### config.mk
export PLATFORM = sky130hd
export DESIGN_NAME = grid_neighbor_rank_unit
export DESIGN_NICKNAME = d
export VERILOG_FILES = /design/src/rtl/core/gnr_pkg.sv /design/src/rtl/core/gnr_regs.sv /design/src/rtl/core/gnr_div.sv /design/src/rtl/core/gnr_ctrl.sv /design/src/rtl/core/grid_neighbor_rank_unit.sv
export VERILOG_INCLUDE_DIRS = /design/src /design/src/rtl/core
export SDC_FILE = /design/constraint.sdc
export NUM_CORES = 1
export LEC_CHECK = 0
export ABC_AREA = 1
export BUFFER_PORTS_ARGS = -buffer_cell sky130_fd_sc_hd__buf_2
export CAP_MARGIN = 20
export CORE_ASPECT_RATIO = 1.5
export CORE_UTILIZATION = 35
export CTS_CLUSTER_SIZE = 24
export DETAILED_ROUTE_END_ITERATION = 7
export GPL_TIMING_DRIVEN = 0
export HOLD_SLACK_MARGIN = 0.06
export PLACE_DENSITY = 0.48
export SYNTH_ARGS = -nofsm -noshare
export SYNTH_HDL_FRONTEND = slang
export SYNTH_HIERARCHICAL = 1
export SYNTH_SLANG_ARGS = --single-unit
### constraint.sdc
create_clock -name clk -period 16.42 [get_ports clk]
set_input_delay 0 -clock clk [delete_from_list [all_inputs] [get_ports clk]]
set_output_delay 0 -clock clk [all_outputs]
set_load 0.02 [all_outputs]
### src/rtl/core/grid_neighbor_rank_unit_macros.svh
// Assertion macros for the grid neighbour rank unit.
`ifndef GRID_NEIGHBOR_RANK_UNIT_MACROS_SVH
`define GRID_NEIGHBOR_RANK_UNIT_MACROS_SVH

`ifndef SYNTHESIS

// same-cycle implication
`define GNR_ASSERT_IMP(label, clk, rst, ante, cons, msg) \
  label: assert property (@(posedge clk) disable iff (rst) (ante) |-> (cons)) \
    else $error(msg);

// next-cycle implication
`define GNR_ASSERT_NXT(label, clk, rst, ante, cons, msg) \
  label: assert property (@(posedge clk) disable iff (rst) (ante) |=> (cons)) \
    else $error(msg);

`else

`define GNR_ASSERT_IMP(label, clk, rst, ante, cons, msg)
`define GNR_ASSERT_NXT(label, clk, rst, ante, cons, msg)

`endif

`endif

### src/rtl/core/gnr_pkg.sv
package gnr_pkg;

  localparam int MAX_DIMS = 4;
  localparam int DIM_W    = 2;
  localparam int RANK_W   = 32;
  localparam int AXIS_W   = 11;
  localparam int COORD_W  = 10;
  localparam int STRIDE_W = 31;
  localparam int NDIMS_W  = 3;
  localparam int CNT_W    = 6;
  localparam int ADDR_W   = 5;
  localparam int DATA_W   = 32;

  localparam logic [AXIS_W-1:0]  AXIS_MAX       = 11'd1024;
  localparam logic [AXIS_W-1:0]  AXIS_RESET     = 11'd1;
  localparam logic [NDIMS_W-1:0] NUM_DIMS_RESET = 3'd3;
  localparam logic [CNT_W-1:0]   DIV_STEPS      = CNT_W'(RANK_W);

  typedef enum logic [2:0] {
    REG_NUM_DIMS = 3'd0,
    REG_AXIS_0   = 3'd1,
    REG_AXIS_1   = 3'd2,
    REG_AXIS_2   = 3'd3,
    REG_AXIS_3   = 3'd4
  } reg_idx_t;

  typedef enum logic [1:0] {
    ST_IDLE,
    ST_DIV_GO,
    ST_DIV_WAIT,
    ST_EMIT
  } state_t;

  typedef struct packed {
    logic [NDIMS_W-1:0]               num_dims;
    logic [MAX_DIMS-1:0][AXIS_W-1:0]  axis_size;
  } cfg_t;

  typedef struct packed {
    logic              start;
    logic [RANK_W-1:0] dividend;
    logic [AXIS_W-1:0] divisor;
  } div_req_t;

  typedef struct packed {
    logic               done;
    logic [RANK_W-1:0]  quotient;
    logic [COORD_W-1:0] remainder;
  } div_rsp_t;

  // index of the highest dimension in use
  function automatic logic [DIM_W-1:0] eff_last_dim(input logic [NDIMS_W-1:0] num_dims);
    logic [DIM_W-1:0] res;
    if (num_dims == '0) begin
      res = '0;
    end else if (num_dims > NDIMS_W'(MAX_DIMS)) begin
      res = DIM_W'(MAX_DIMS - 1);
    end else begin
      res = DIM_W'(num_dims - NDIMS_W'(1));
    end
    return res;
  endfunction

  function automatic logic [AXIS_W-1:0] eff_axis(input logic [AXIS_W-1:0] raw);
    logic [AXIS_W-1:0] res;
    if (raw == '0) begin
      res = AXIS_W'(1);
    end else if (raw > AXIS_MAX) begin
      res = AXIS_MAX;
    end else begin
      res = raw;
    end
    return res;
  endfunction

endpackage

### src/rtl/core/gnr_regs.sv
module gnr_regs (
  input  logic                       clk,
  input  logic                       rst,
  input  logic                       psel,
  input  logic                       penable,
  input  logic                       pwrite,
  input  logic [gnr_pkg::ADDR_W-1:0] paddr,
  input  logic [gnr_pkg::DATA_W-1:0] pwdata,
  output logic [gnr_pkg::DATA_W-1:0] prdata,
  output logic                       pready,
  output gnr_pkg::cfg_t              cfg
);

  logic [gnr_pkg::NDIMS_W-1:0]                         num_dims;
  logic [gnr_pkg::MAX_DIMS-1:0][gnr_pkg::AXIS_W-1:0]   axis_size;
  gnr_pkg::reg_idx_t                                   idx;
  logic                                                wr_en;

  assign pready = 1'b1;
  assign idx    = gnr_pkg::reg_idx_t'(paddr[gnr_pkg::ADDR_W-1:2]);
  assign wr_en  = psel & penable & pwrite & pready;

  always_ff @(posedge clk) begin
    if (rst) begin
      num_dims <= gnr_pkg::NUM_DIMS_RESET;
      for (int i = 0; i < gnr_pkg::MAX_DIMS; i++) begin
        axis_size[i] <= gnr_pkg::AXIS_RESET;
      end
    end else if (wr_en) begin
      case (idx)
        gnr_pkg::REG_NUM_DIMS: num_dims     <= pwdata[gnr_pkg::NDIMS_W-1:0];
        gnr_pkg::REG_AXIS_0:   axis_size[0] <= pwdata[gnr_pkg::AXIS_W-1:0];
        gnr_pkg::REG_AXIS_1:   axis_size[1] <= pwdata[gnr_pkg::AXIS_W-1:0];
        gnr_pkg::REG_AXIS_2:   axis_size[2] <= pwdata[gnr_pkg::AXIS_W-1:0];
        gnr_pkg::REG_AXIS_3:   axis_size[3] <= pwdata[gnr_pkg::AXIS_W-1:0];
        default: ;
      endcase
    end
  end

  always_comb begin
    case (idx)
      gnr_pkg::REG_NUM_DIMS: prdata = gnr_pkg::DATA_W'(num_dims);
      gnr_pkg::REG_AXIS_0:   prdata = gnr_pkg::DATA_W'(axis_size[0]);
      gnr_pkg::REG_AXIS_1:   prdata = gnr_pkg::DATA_W'(axis_size[1]);
      gnr_pkg::REG_AXIS_2:   prdata = gnr_pkg::DATA_W'(axis_size[2]);
      gnr_pkg::REG_AXIS_3:   prdata = gnr_pkg::DATA_W'(axis_size[3]);
      default:               prdata = '0;
    endcase
  end

  assign cfg.num_dims  = num_dims;
  assign cfg.axis_size = axis_size;

endmodule

### src/rtl/core/gnr_div.sv
// Restoring divider, one quotient bit per cycle.
module gnr_div (
  input  logic              clk,
  input  logic              rst,
  input  gnr_pkg::div_req_t req,
  output gnr_pkg::div_rsp_t rsp
);

  logic [gnr_pkg::RANK_W-1:0] quo;
  logic [gnr_pkg::AXIS_W-1:0] rem;
  logic [gnr_pkg::AXIS_W-1:0] dvs;
  logic [gnr_pkg::CNT_W-1:0]  cnt;
  logic                       running;
  logic                       done;
  logic [gnr_pkg::AXIS_W:0]   shifted;
  logic [gnr_pkg::AXIS_W+1:0] diff;

  assign shifted = {rem, quo[gnr_pkg::RANK_W-1]};
  assign diff    = {1'b0, shifted} - {2'b00, dvs};

  always_ff @(posedge clk) begin
    if (rst) begin
      running <= 1'b0;
      done    <= 1'b0;
      cnt     <= '0;
    end else begin
      done <= 1'b0;
      if (req.start) begin
        running <= 1'b1;
        cnt     <= gnr_pkg::DIV_STEPS;
      end else if (running) begin
        cnt <= cnt - gnr_pkg::CNT_W'(1);
        if (cnt == gnr_pkg::CNT_W'(1)) begin
          running <= 1'b0;
          done    <= 1'b1;
        end
      end
    end
  end

  always_ff @(posedge clk) begin
    if (req.start) begin
      quo <= req.dividend;
      rem <= '0;
      dvs <= req.divisor;
    end else if (running) begin
      // trial subtract; shifted stays below twice the divisor
      if (!diff[gnr_pkg::AXIS_W+1]) begin
        rem <= diff[gnr_pkg::AXIS_W-1:0];
        quo <= {quo[gnr_pkg::RANK_W-2:0], 1'b1};
      end else begin
        rem <= shifted[gnr_pkg::AXIS_W-1:0];
        quo <= {quo[gnr_pkg::RANK_W-2:0], 1'b0};
      end
    end
  end

  assign rsp.done      = done;
  assign rsp.quotient  = quo;
  assign rsp.remainder = rem[gnr_pkg::COORD_W-1:0];

endmodule

### src/rtl/core/gnr_ctrl.sv
module gnr_ctrl (
  input  logic                        clk,
  input  logic                        rst,
  input  gnr_pkg::cfg_t               cfg,
  input  logic                        start,
  output logic                        busy,
  input  logic [gnr_pkg::RANK_W-1:0]  node_rank,
  output gnr_pkg::div_req_t           div_req,
  input  gnr_pkg::div_rsp_t           div_rsp,
  output logic                        strobe,
  output logic                        direction,
  output logic [gnr_pkg::DIM_W-1:0]   dimension,
  output logic [gnr_pkg::COORD_W-1:0] own_coord,
  output logic                        neighbor_valid,
  output logic [gnr_pkg::RANK_W-1:0]  neighbor_rank,
  output logic                        rank_error,
  output logic                        last
);

  gnr_pkg::state_t state, state_next;

  logic [gnr_pkg::RANK_W-1:0]                          rank;
  logic [gnr_pkg::RANK_W-1:0]                          rest;
  logic [gnr_pkg::MAX_DIMS-1:0][gnr_pkg::COORD_W-1:0]  coord;
  logic [gnr_pkg::MAX_DIMS-1:0][gnr_pkg::STRIDE_W-1:0] stride;
  logic [gnr_pkg::DIM_W-1:0]                           dim;
  logic                                                dir;
  logic                                                err;

  logic [gnr_pkg::DIM_W-1:0]                   last_dim;
  logic [gnr_pkg::AXIS_W-1:0]                  axis_cur;
  logic [gnr_pkg::STRIDE_W+gnr_pkg::AXIS_W-1:0] prod_full;
  logic [gnr_pkg::RANK_W:0]                    sum_up;
  logic [gnr_pkg::RANK_W-1:0]                  diff_dn;
  logic [gnr_pkg::AXIS_W-1:0]                  coord_inc;
  logic                                        ok_up;
  logic                                        ok_dn;
  logic                                        is_last_dim;
  logic                                        do_div;
  logic                                        do_emit;

  assign last_dim    = gnr_pkg::eff_last_dim(cfg.num_dims);
  assign axis_cur    = gnr_pkg::eff_axis(cfg.axis_size[dim]);
  assign is_last_dim = (dim == last_dim);

  assign prod_full = {{gnr_pkg::AXIS_W{1'b0}}, stride[dim]} *
                     {{gnr_pkg::STRIDE_W{1'b0}}, axis_cur};

  assign sum_up    = {1'b0, rank} + {2'b00, stride[dim]};
  assign diff_dn   = rank - {1'b0, stride[dim]};
  assign coord_inc = {1'b0, coord[dim]} + gnr_pkg::AXIS_W'(1);
  // a carry out means the neighbour rank does not fit
  assign ok_up = !err && (coord_inc < axis_cur) && !sum_up[gnr_pkg::RANK_W];
  assign ok_dn = !err && (coord[dim] != '0);

  always_comb begin
    state_next = state;
    case (state)
      gnr_pkg::ST_IDLE:     if (start) state_next = gnr_pkg::ST_DIV_GO;
      gnr_pkg::ST_DIV_GO:   state_next = gnr_pkg::ST_DIV_WAIT;
      gnr_pkg::ST_DIV_WAIT: begin
        if (div_rsp.done) begin
          state_next = is_last_dim ? gnr_pkg::ST_EMIT : gnr_pkg::ST_DIV_GO;
        end
      end
      gnr_pkg::ST_EMIT:     if (dir && is_last_dim) state_next = gnr_pkg::ST_IDLE;
      default:              state_next = gnr_pkg::ST_IDLE;
    endcase
  end

  always_comb begin
    busy    = 1'b1;
    do_div  = 1'b0;
    do_emit = 1'b0;
    case (state)
      gnr_pkg::ST_IDLE:   busy    = 1'b0;
      gnr_pkg::ST_DIV_GO: do_div  = 1'b1;
      gnr_pkg::ST_EMIT:   do_emit = 1'b1;
      default: ;
    endcase
  end

  assign div_req.start    = do_div;
  assign div_req.dividend = rest;
  assign div_req.divisor  = axis_cur;

  always_ff @(posedge clk) begin
    if (rst) begin
      state  <= gnr_pkg::ST_IDLE;
      strobe <= 1'b0;
    end else begin
      state  <= state_next;
      strobe <= do_emit;
    end
  end

  always_ff @(posedge clk) begin
    if ((state == gnr_pkg::ST_IDLE) && start) begin
      rank      <= node_rank;
      rest      <= node_rank;
      dim       <= '0;
      dir       <= 1'b0;
      stride[0] <= gnr_pkg::STRIDE_W'(1);
    end else if ((state == gnr_pkg::ST_DIV_WAIT) && div_rsp.done) begin
      coord[dim] <= div_rsp.remainder;
      rest       <= div_rsp.quotient;
      if (is_last_dim) begin
        // anything left above the top digit means rank >= grid product
        err <= (div_rsp.quotient != '0);
        dim <= '0;
      end else begin
        stride[dim + gnr_pkg::DIM_W'(1)] <= prod_full[gnr_pkg::STRIDE_W-1:0];
        dim <= dim + gnr_pkg::DIM_W'(1);
      end
    end else if (do_emit) begin
      direction      <= dir;
      dimension      <= dim;
      own_coord      <= err ? '0 : coord[dim];
      rank_error     <= err;
      last           <= dir && is_last_dim;
      neighbor_valid <= dir ? ok_dn : ok_up;
      if (dir) begin
        neighbor_rank <= ok_dn ? diff_dn : '0;
      end else begin
        neighbor_rank <= ok_up ? sum_up[gnr_pkg::RANK_W-1:0] : '0;
      end
      if (is_last_dim) begin
        dim <= '0;
        dir <= 1'b1;
      end else begin
        dim <= dim + gnr_pkg::DIM_W'(1);
      end
    end
  end

endmodule

### src/rtl/core/grid_neighbor_rank_unit.sv
// Neighbour ranks of a node on a non-periodic Cartesian grid of up to four
// dimensions.
// Configuration: APB registers num_dims (0x00) and axis_size_0..3
// (0x04..0x10); write only while busy is low.
// Request: node_rank is taken at a clock edge with start high and busy low.
// busy then stays high until the last result has been issued.
// Results: 2*D results (D = dimensions in use), +1 neighbours for dimensions
// 0 upward, then -1 neighbours; each is held for one cycle with strobe high,
// last marks the final one. The receiver cannot stall, so nothing is held.
// Operation: one division per dimension on a shared bit-serial divider of
// 32 steps; the results follow the last division, then one result per cycle.
// The single divider serves one request at a time, so no new request is
// taken while one is in flight. A new request is taken in the cycle that
// shows the last result.
// Reset (rst, synchronous): registers return to num_dims = 3, all axis sizes
// 1; any request in flight is dropped and no further results appear.
`include "grid_neighbor_rank_unit_macros.svh"

module grid_neighbor_rank_unit (
  input  logic                        clk,
  input  logic                        rst,
  input  logic                        psel,
  input  logic                        penable,
  input  logic                        pwrite,
  input  logic [gnr_pkg::ADDR_W-1:0]  paddr,
  input  logic [gnr_pkg::DATA_W-1:0]  pwdata,
  output logic [gnr_pkg::DATA_W-1:0]  prdata,
  output logic                        pready,
  input  logic                        start,
  output logic                        busy,
  input  logic [gnr_pkg::RANK_W-1:0]  node_rank,
  output logic                        strobe,
  output logic                        direction,
  output logic [gnr_pkg::DIM_W-1:0]   dimension,
  output logic [gnr_pkg::COORD_W-1:0] own_coord,
  output logic                        neighbor_valid,
  output logic [gnr_pkg::RANK_W-1:0]  neighbor_rank,
  output logic                        rank_error,
  output logic                        last
);

  gnr_pkg::cfg_t     cfg;
  gnr_pkg::div_req_t div_req;
  gnr_pkg::div_rsp_t div_rsp;

  gnr_regs u_regs (
    .clk     (clk),
    .rst     (rst),
    .psel    (psel),
    .penable (penable),
    .pwrite  (pwrite),
    .paddr   (paddr),
    .pwdata  (pwdata),
    .prdata  (prdata),
    .pready  (pready),
    .cfg     (cfg)
  );

  gnr_div u_div (
    .clk (clk),
    .rst (rst),
    .req (div_req),
    .rsp (div_rsp)
  );

  gnr_ctrl u_ctrl (
    .clk            (clk),
    .rst            (rst),
    .cfg            (cfg),
    .start          (start),
    .busy           (busy),
    .node_rank      (node_rank),
    .div_req        (div_req),
    .div_rsp        (div_rsp),
    .strobe         (strobe),
    .direction      (direction),
    .dimension      (dimension),
    .own_coord      (own_coord),
    .neighbor_valid (neighbor_valid),
    .neighbor_rank  (neighbor_rank),
    .rank_error     (rank_error),
    .last           (last)
  );

  `GNR_ASSERT_NXT(a_req_busy, clk, rst, start && !busy, busy, "request did not raise busy")
  `GNR_ASSERT_IMP(a_last_idle, clk, rst, strobe && last, !busy, "busy after last result")
  `GNR_ASSERT_IMP(a_more_busy, clk, rst, strobe && !last, busy, "idle before last result")
  `GNR_ASSERT_IMP(a_err_inval, clk, rst, strobe && rank_error, !neighbor_valid && own_coord == '0,
                  "neighbour flagged on rank error")
  `GNR_ASSERT_IMP(a_inval_zero, clk, rst, strobe && !neighbor_valid, neighbor_rank == '0,
                  "invalid neighbour with nonzero rank")

endmodule

==> impl_metrics.env <==
export IMPL_p_sw_frac=0.3142
export IMPL_hold_class="input port to register"
export IMPL_p_seq_frac=0.420
export IMPL_fin_total_pwr_mw=2.837
export IMPL_worst_endpoint_required_ns=16.94
export IMPL_setup_viol=0
export IMPL_dpl_hpwl_um=78410
export IMPL_path_buf_inv=10
export IMPL_finalSetupTns_ns=0
export IMPL_grt_max_degree=53
export IMPL_top_level_ports=158
export IMPL_crit_path_start_kind="register"
export IMPL_initial_core_util=0.3529
export IMPL_drive_above_1_share=0.1021
export IMPL_cts_num_sinks=392
export IMPL_power_leakage_nw=15.00
export IMPL_netlist_top_cells_area="edfxtp_1 29%, fa_1 14%, nand2_1 11%, dfxtp_1 7.0%, inv_1 6.5%"
export IMPL_ys_ff_latch=392
export IMPL_wl_per_cell_um=20.18
export IMPL_power_density_nw_per_um2=84.32
export IMPL_drtIter0Drc=1686
export IMPL_grt_pass1_wl_um=148700
export IMPL_dieHeight_um=357.6
export IMPL_portBuffers=110
export IMPL_antenna_found_initial=0
export IMPL_skew_ns=0.03888
export IMPL_tightest_slew_ns=1.380
export IMPL_yosysUniqueCellTypes=59
export IMPL_post_cts_buffers=0
export IMPL_pwr_share_clk=0.361
export IMPL_cts_tree="done"
export IMPL_max_freq_mhz=108.0
export IMPL_routed_via_count=23970
export IMPL_path_clk_slew_ns=0.06
export IMPL_final_nets=4187
export IMPL_power_switching_mw=0.8914
export IMPL_core_area_um2=83610
export IMPL_synth_top_area_cell="edfxtp_1"
export IMPL_synth_top_cell_area_share=0.2941
export IMPL_seq_area_frac_synth=0.3640
export IMPL_netlist_area_um2=29510
export IMPL_postRouteAntennaNets=0
export IMPL_slowest_delay_ns=0.78
export IMPL_power_internal_mw=1.946
export IMPL_max_cap_violations=0
export IMPL_drv_slew=0
export IMPL_area_delta_synth_final_pct=14.04
export IMPL_p_comb_frac=0.219
export IMPL_status="completed"
export IMPL_gp_congestion=0.9156
export IMPL_post_cts_resized=0
export IMPL_end_kind="register"
export IMPL_yosys_warnings=6
export IMPL_path_common_cell="fa_1"
export IMPL_critPathKind="register to register"
export IMPL_place_area_um2=31610
export IMPL_row_count=130
export IMPL_rsz0062_at_grt="false"
export IMPL_grtUsageTotal=0.2347
export IMPL_wl_um=99170
export IMPL_synth_edf_count=289
export IMPL_crit_arrival_ns=9.77
export IMPL_synthArstFlopShare=0
export IMPL_viasPerCell=4.879
export IMPL_overflow=0
export IMPL_ir_drop_uv=76.97
export IMPL_cts_buffer_depth=3
export IMPL_slew_headroom=0.07999
export IMPL_synth_ff_type="edfxtp_1"
export IMPL_hold_violations=0
export IMPL_cts_root_buf="clkbuf_16"
export IMPL_htreeDepth=2
export IMPL_first_global_vias=24340
export IMPL_cts_buffers_inserted=43
export IMPL_die_area_um2=85500
export IMPL_finish_instance_area_um2=33650
export IMPL_remaining_drc_errors=0
export IMPL_avgSynthCellArea_um2=8.380
export IMPL_critPathTopFamily="adder cells"
export IMPL_antennaDiodeCount=0
export IMPL_finalCritPeriodShare=0.5637
export IMPL_syn_inst=3521
export IMPL_cp_slowest_cell="a32oi_1"
export IMPL_finalCriticalPeriod_ns=9.256
export IMPL_dr_pass1_iters=6
export IMPL_path_max_fanout=10
export IMPL_worstSkewPairLatency_ns=0.60
export IMPL_fill_cells=8729
export IMPL_die_w_um=239.1
registers in the layout, summed over array words and instances, names as in the netlist, 3 cells and up:
name	count
u_regs/cfg	44
u_div/quo	32
u_regs/num_dims	3
u_ctrl/rank	32
u_ctrl/coord	40
u_div/rem	11
u_ctrl/own_coord	10
u_div/cnt	6
u_ctrl/stride	124
u_ctrl/rest	32
u_div/dvs	11
u_ctrl/neighbor_rank	32
final cells by class:
cell class	count	area, um^2	area share
Sequential cell	392	10740	0.3192
Tap cell	1122	1404	0.04172
Multi-Input combinational cell	2449	15850	0.4709
Buffer	165	984.7	0.02926
Inverter	535	2018	0.05998
Timing Repair Buffer	172	1206	0.03585
Clock buffer	53	1134	0.03369
Clock inverter	25	316.6	0.009408
cell families after synthesis:
group                      synth area share
DFF                                  0.3640
xor gates and xnor gates            0.02196
buffers and inverters                0.1016
AOI/OAI and AO/OA                   0.08472
other                             0.0002545
adders and majority gates            0.2043
and+or+nand+nor                      0.2231
placed cells by master (no fill, tap or decap), types with 103 or more instances in the layout:
master,count
dfxtp_1,103
nor2_1,395
o21ai_0,114
nand2_1,903
inv_1,503
nand3_1,144
fa_1,213
buf_2,145
edfxtp_1,289
ha_1,141
a21oi_1,180
cell usage after synthesis, types with 4 or more instances:
cell,instances
o22ai_1,12
ha_1,141
o21ai_1,23
inv_1,508
dfxtp_1,103
nor2_4,6
o21bai_1,9
clkbuf_1,53
nor2_2,7
nand3_2,7
nor2_1,395
a32oi_1,17
a21o_1,4
a21oi_1,180
nand3_1,144
nand4_1,26
buf_1,14
edfxtp_1,289
clkinv_1,14
a31oi_1,7
a21boi_0,5
o221ai_1,6
nor3_1,18
buf_4,43
nor4_1,18
a211oi_1,5
xnor2_1,13
o211ai_1,4
buf_2,34
inv_2,11
or2_2,36
o21ai_0,114
xor2_1,61
nand2_1,904
fa_1,213
nand2_2,11
buf_6,19
a32oi_2,17
power by group through the flow:
stage               Combinational, mW  Clock (mW)  Sequential [mW]
floorplan                       0.425           0             1.19
global placement                0.606           0             1.21
detailed placement              0.611           0             1.21
CTS                             0.624        1.05             1.19
global route                    0.694        1.08             1.20
finish                          0.621        1.02             1.19
per-layer routing:
| layer | track usage | vias to the layer above | routed length [um] |
|---|---|---|---|
| met4 | 0.1026 | 0 | 4726 |
| met3 | 0.02040 | 154 | 3520 |
| met1 | 0.2654 | 11580 | 38300 |
| li1 | - | 11630 | - |
| met5 | 0 | - | 0 |
| met2 | 0.4448 | 605 | 52620 |
through the flow:
stage,util,setup slack (ns),std cells,hold slack (ns)
3_5_place_dp,0.3781,7.195,4776,0.2016
5_1_grt,0.4025,6.801,4913,0.1614
2_1_floorplan,-,9.913,3541,0.06907
3_3_place_gp,0.3772,7.208,4773,0.2052
4_1_cts,0.4024,7.164,4912,0.1404
6_report,0.4025,7.164,4913,0.1640
repair_timing:
item / in CTS / in global routing
endpoints found under the setup margin: 0 / 0
hold buffers: 58 / 0
hold endpoints to repair: 118 / 0
final timing paths:
check / from / to / slack (ns) / depth (start not counted)
worst max register to register: u_ctrl/dim[1] / u_ctrl/stride[28] / 7.16 / 29
worst min-delay path: node_rank[26] / u_ctrl/rank[26] / 0.16 / 2
worst max-delay path: u_ctrl/dim[1] / u_ctrl/stride[28] / 7.16 / 29
worst min register to register: u_div/rem[10] / u_div/rem[10] / 0.47 / 2
Power figures use the tool's default switching activity.
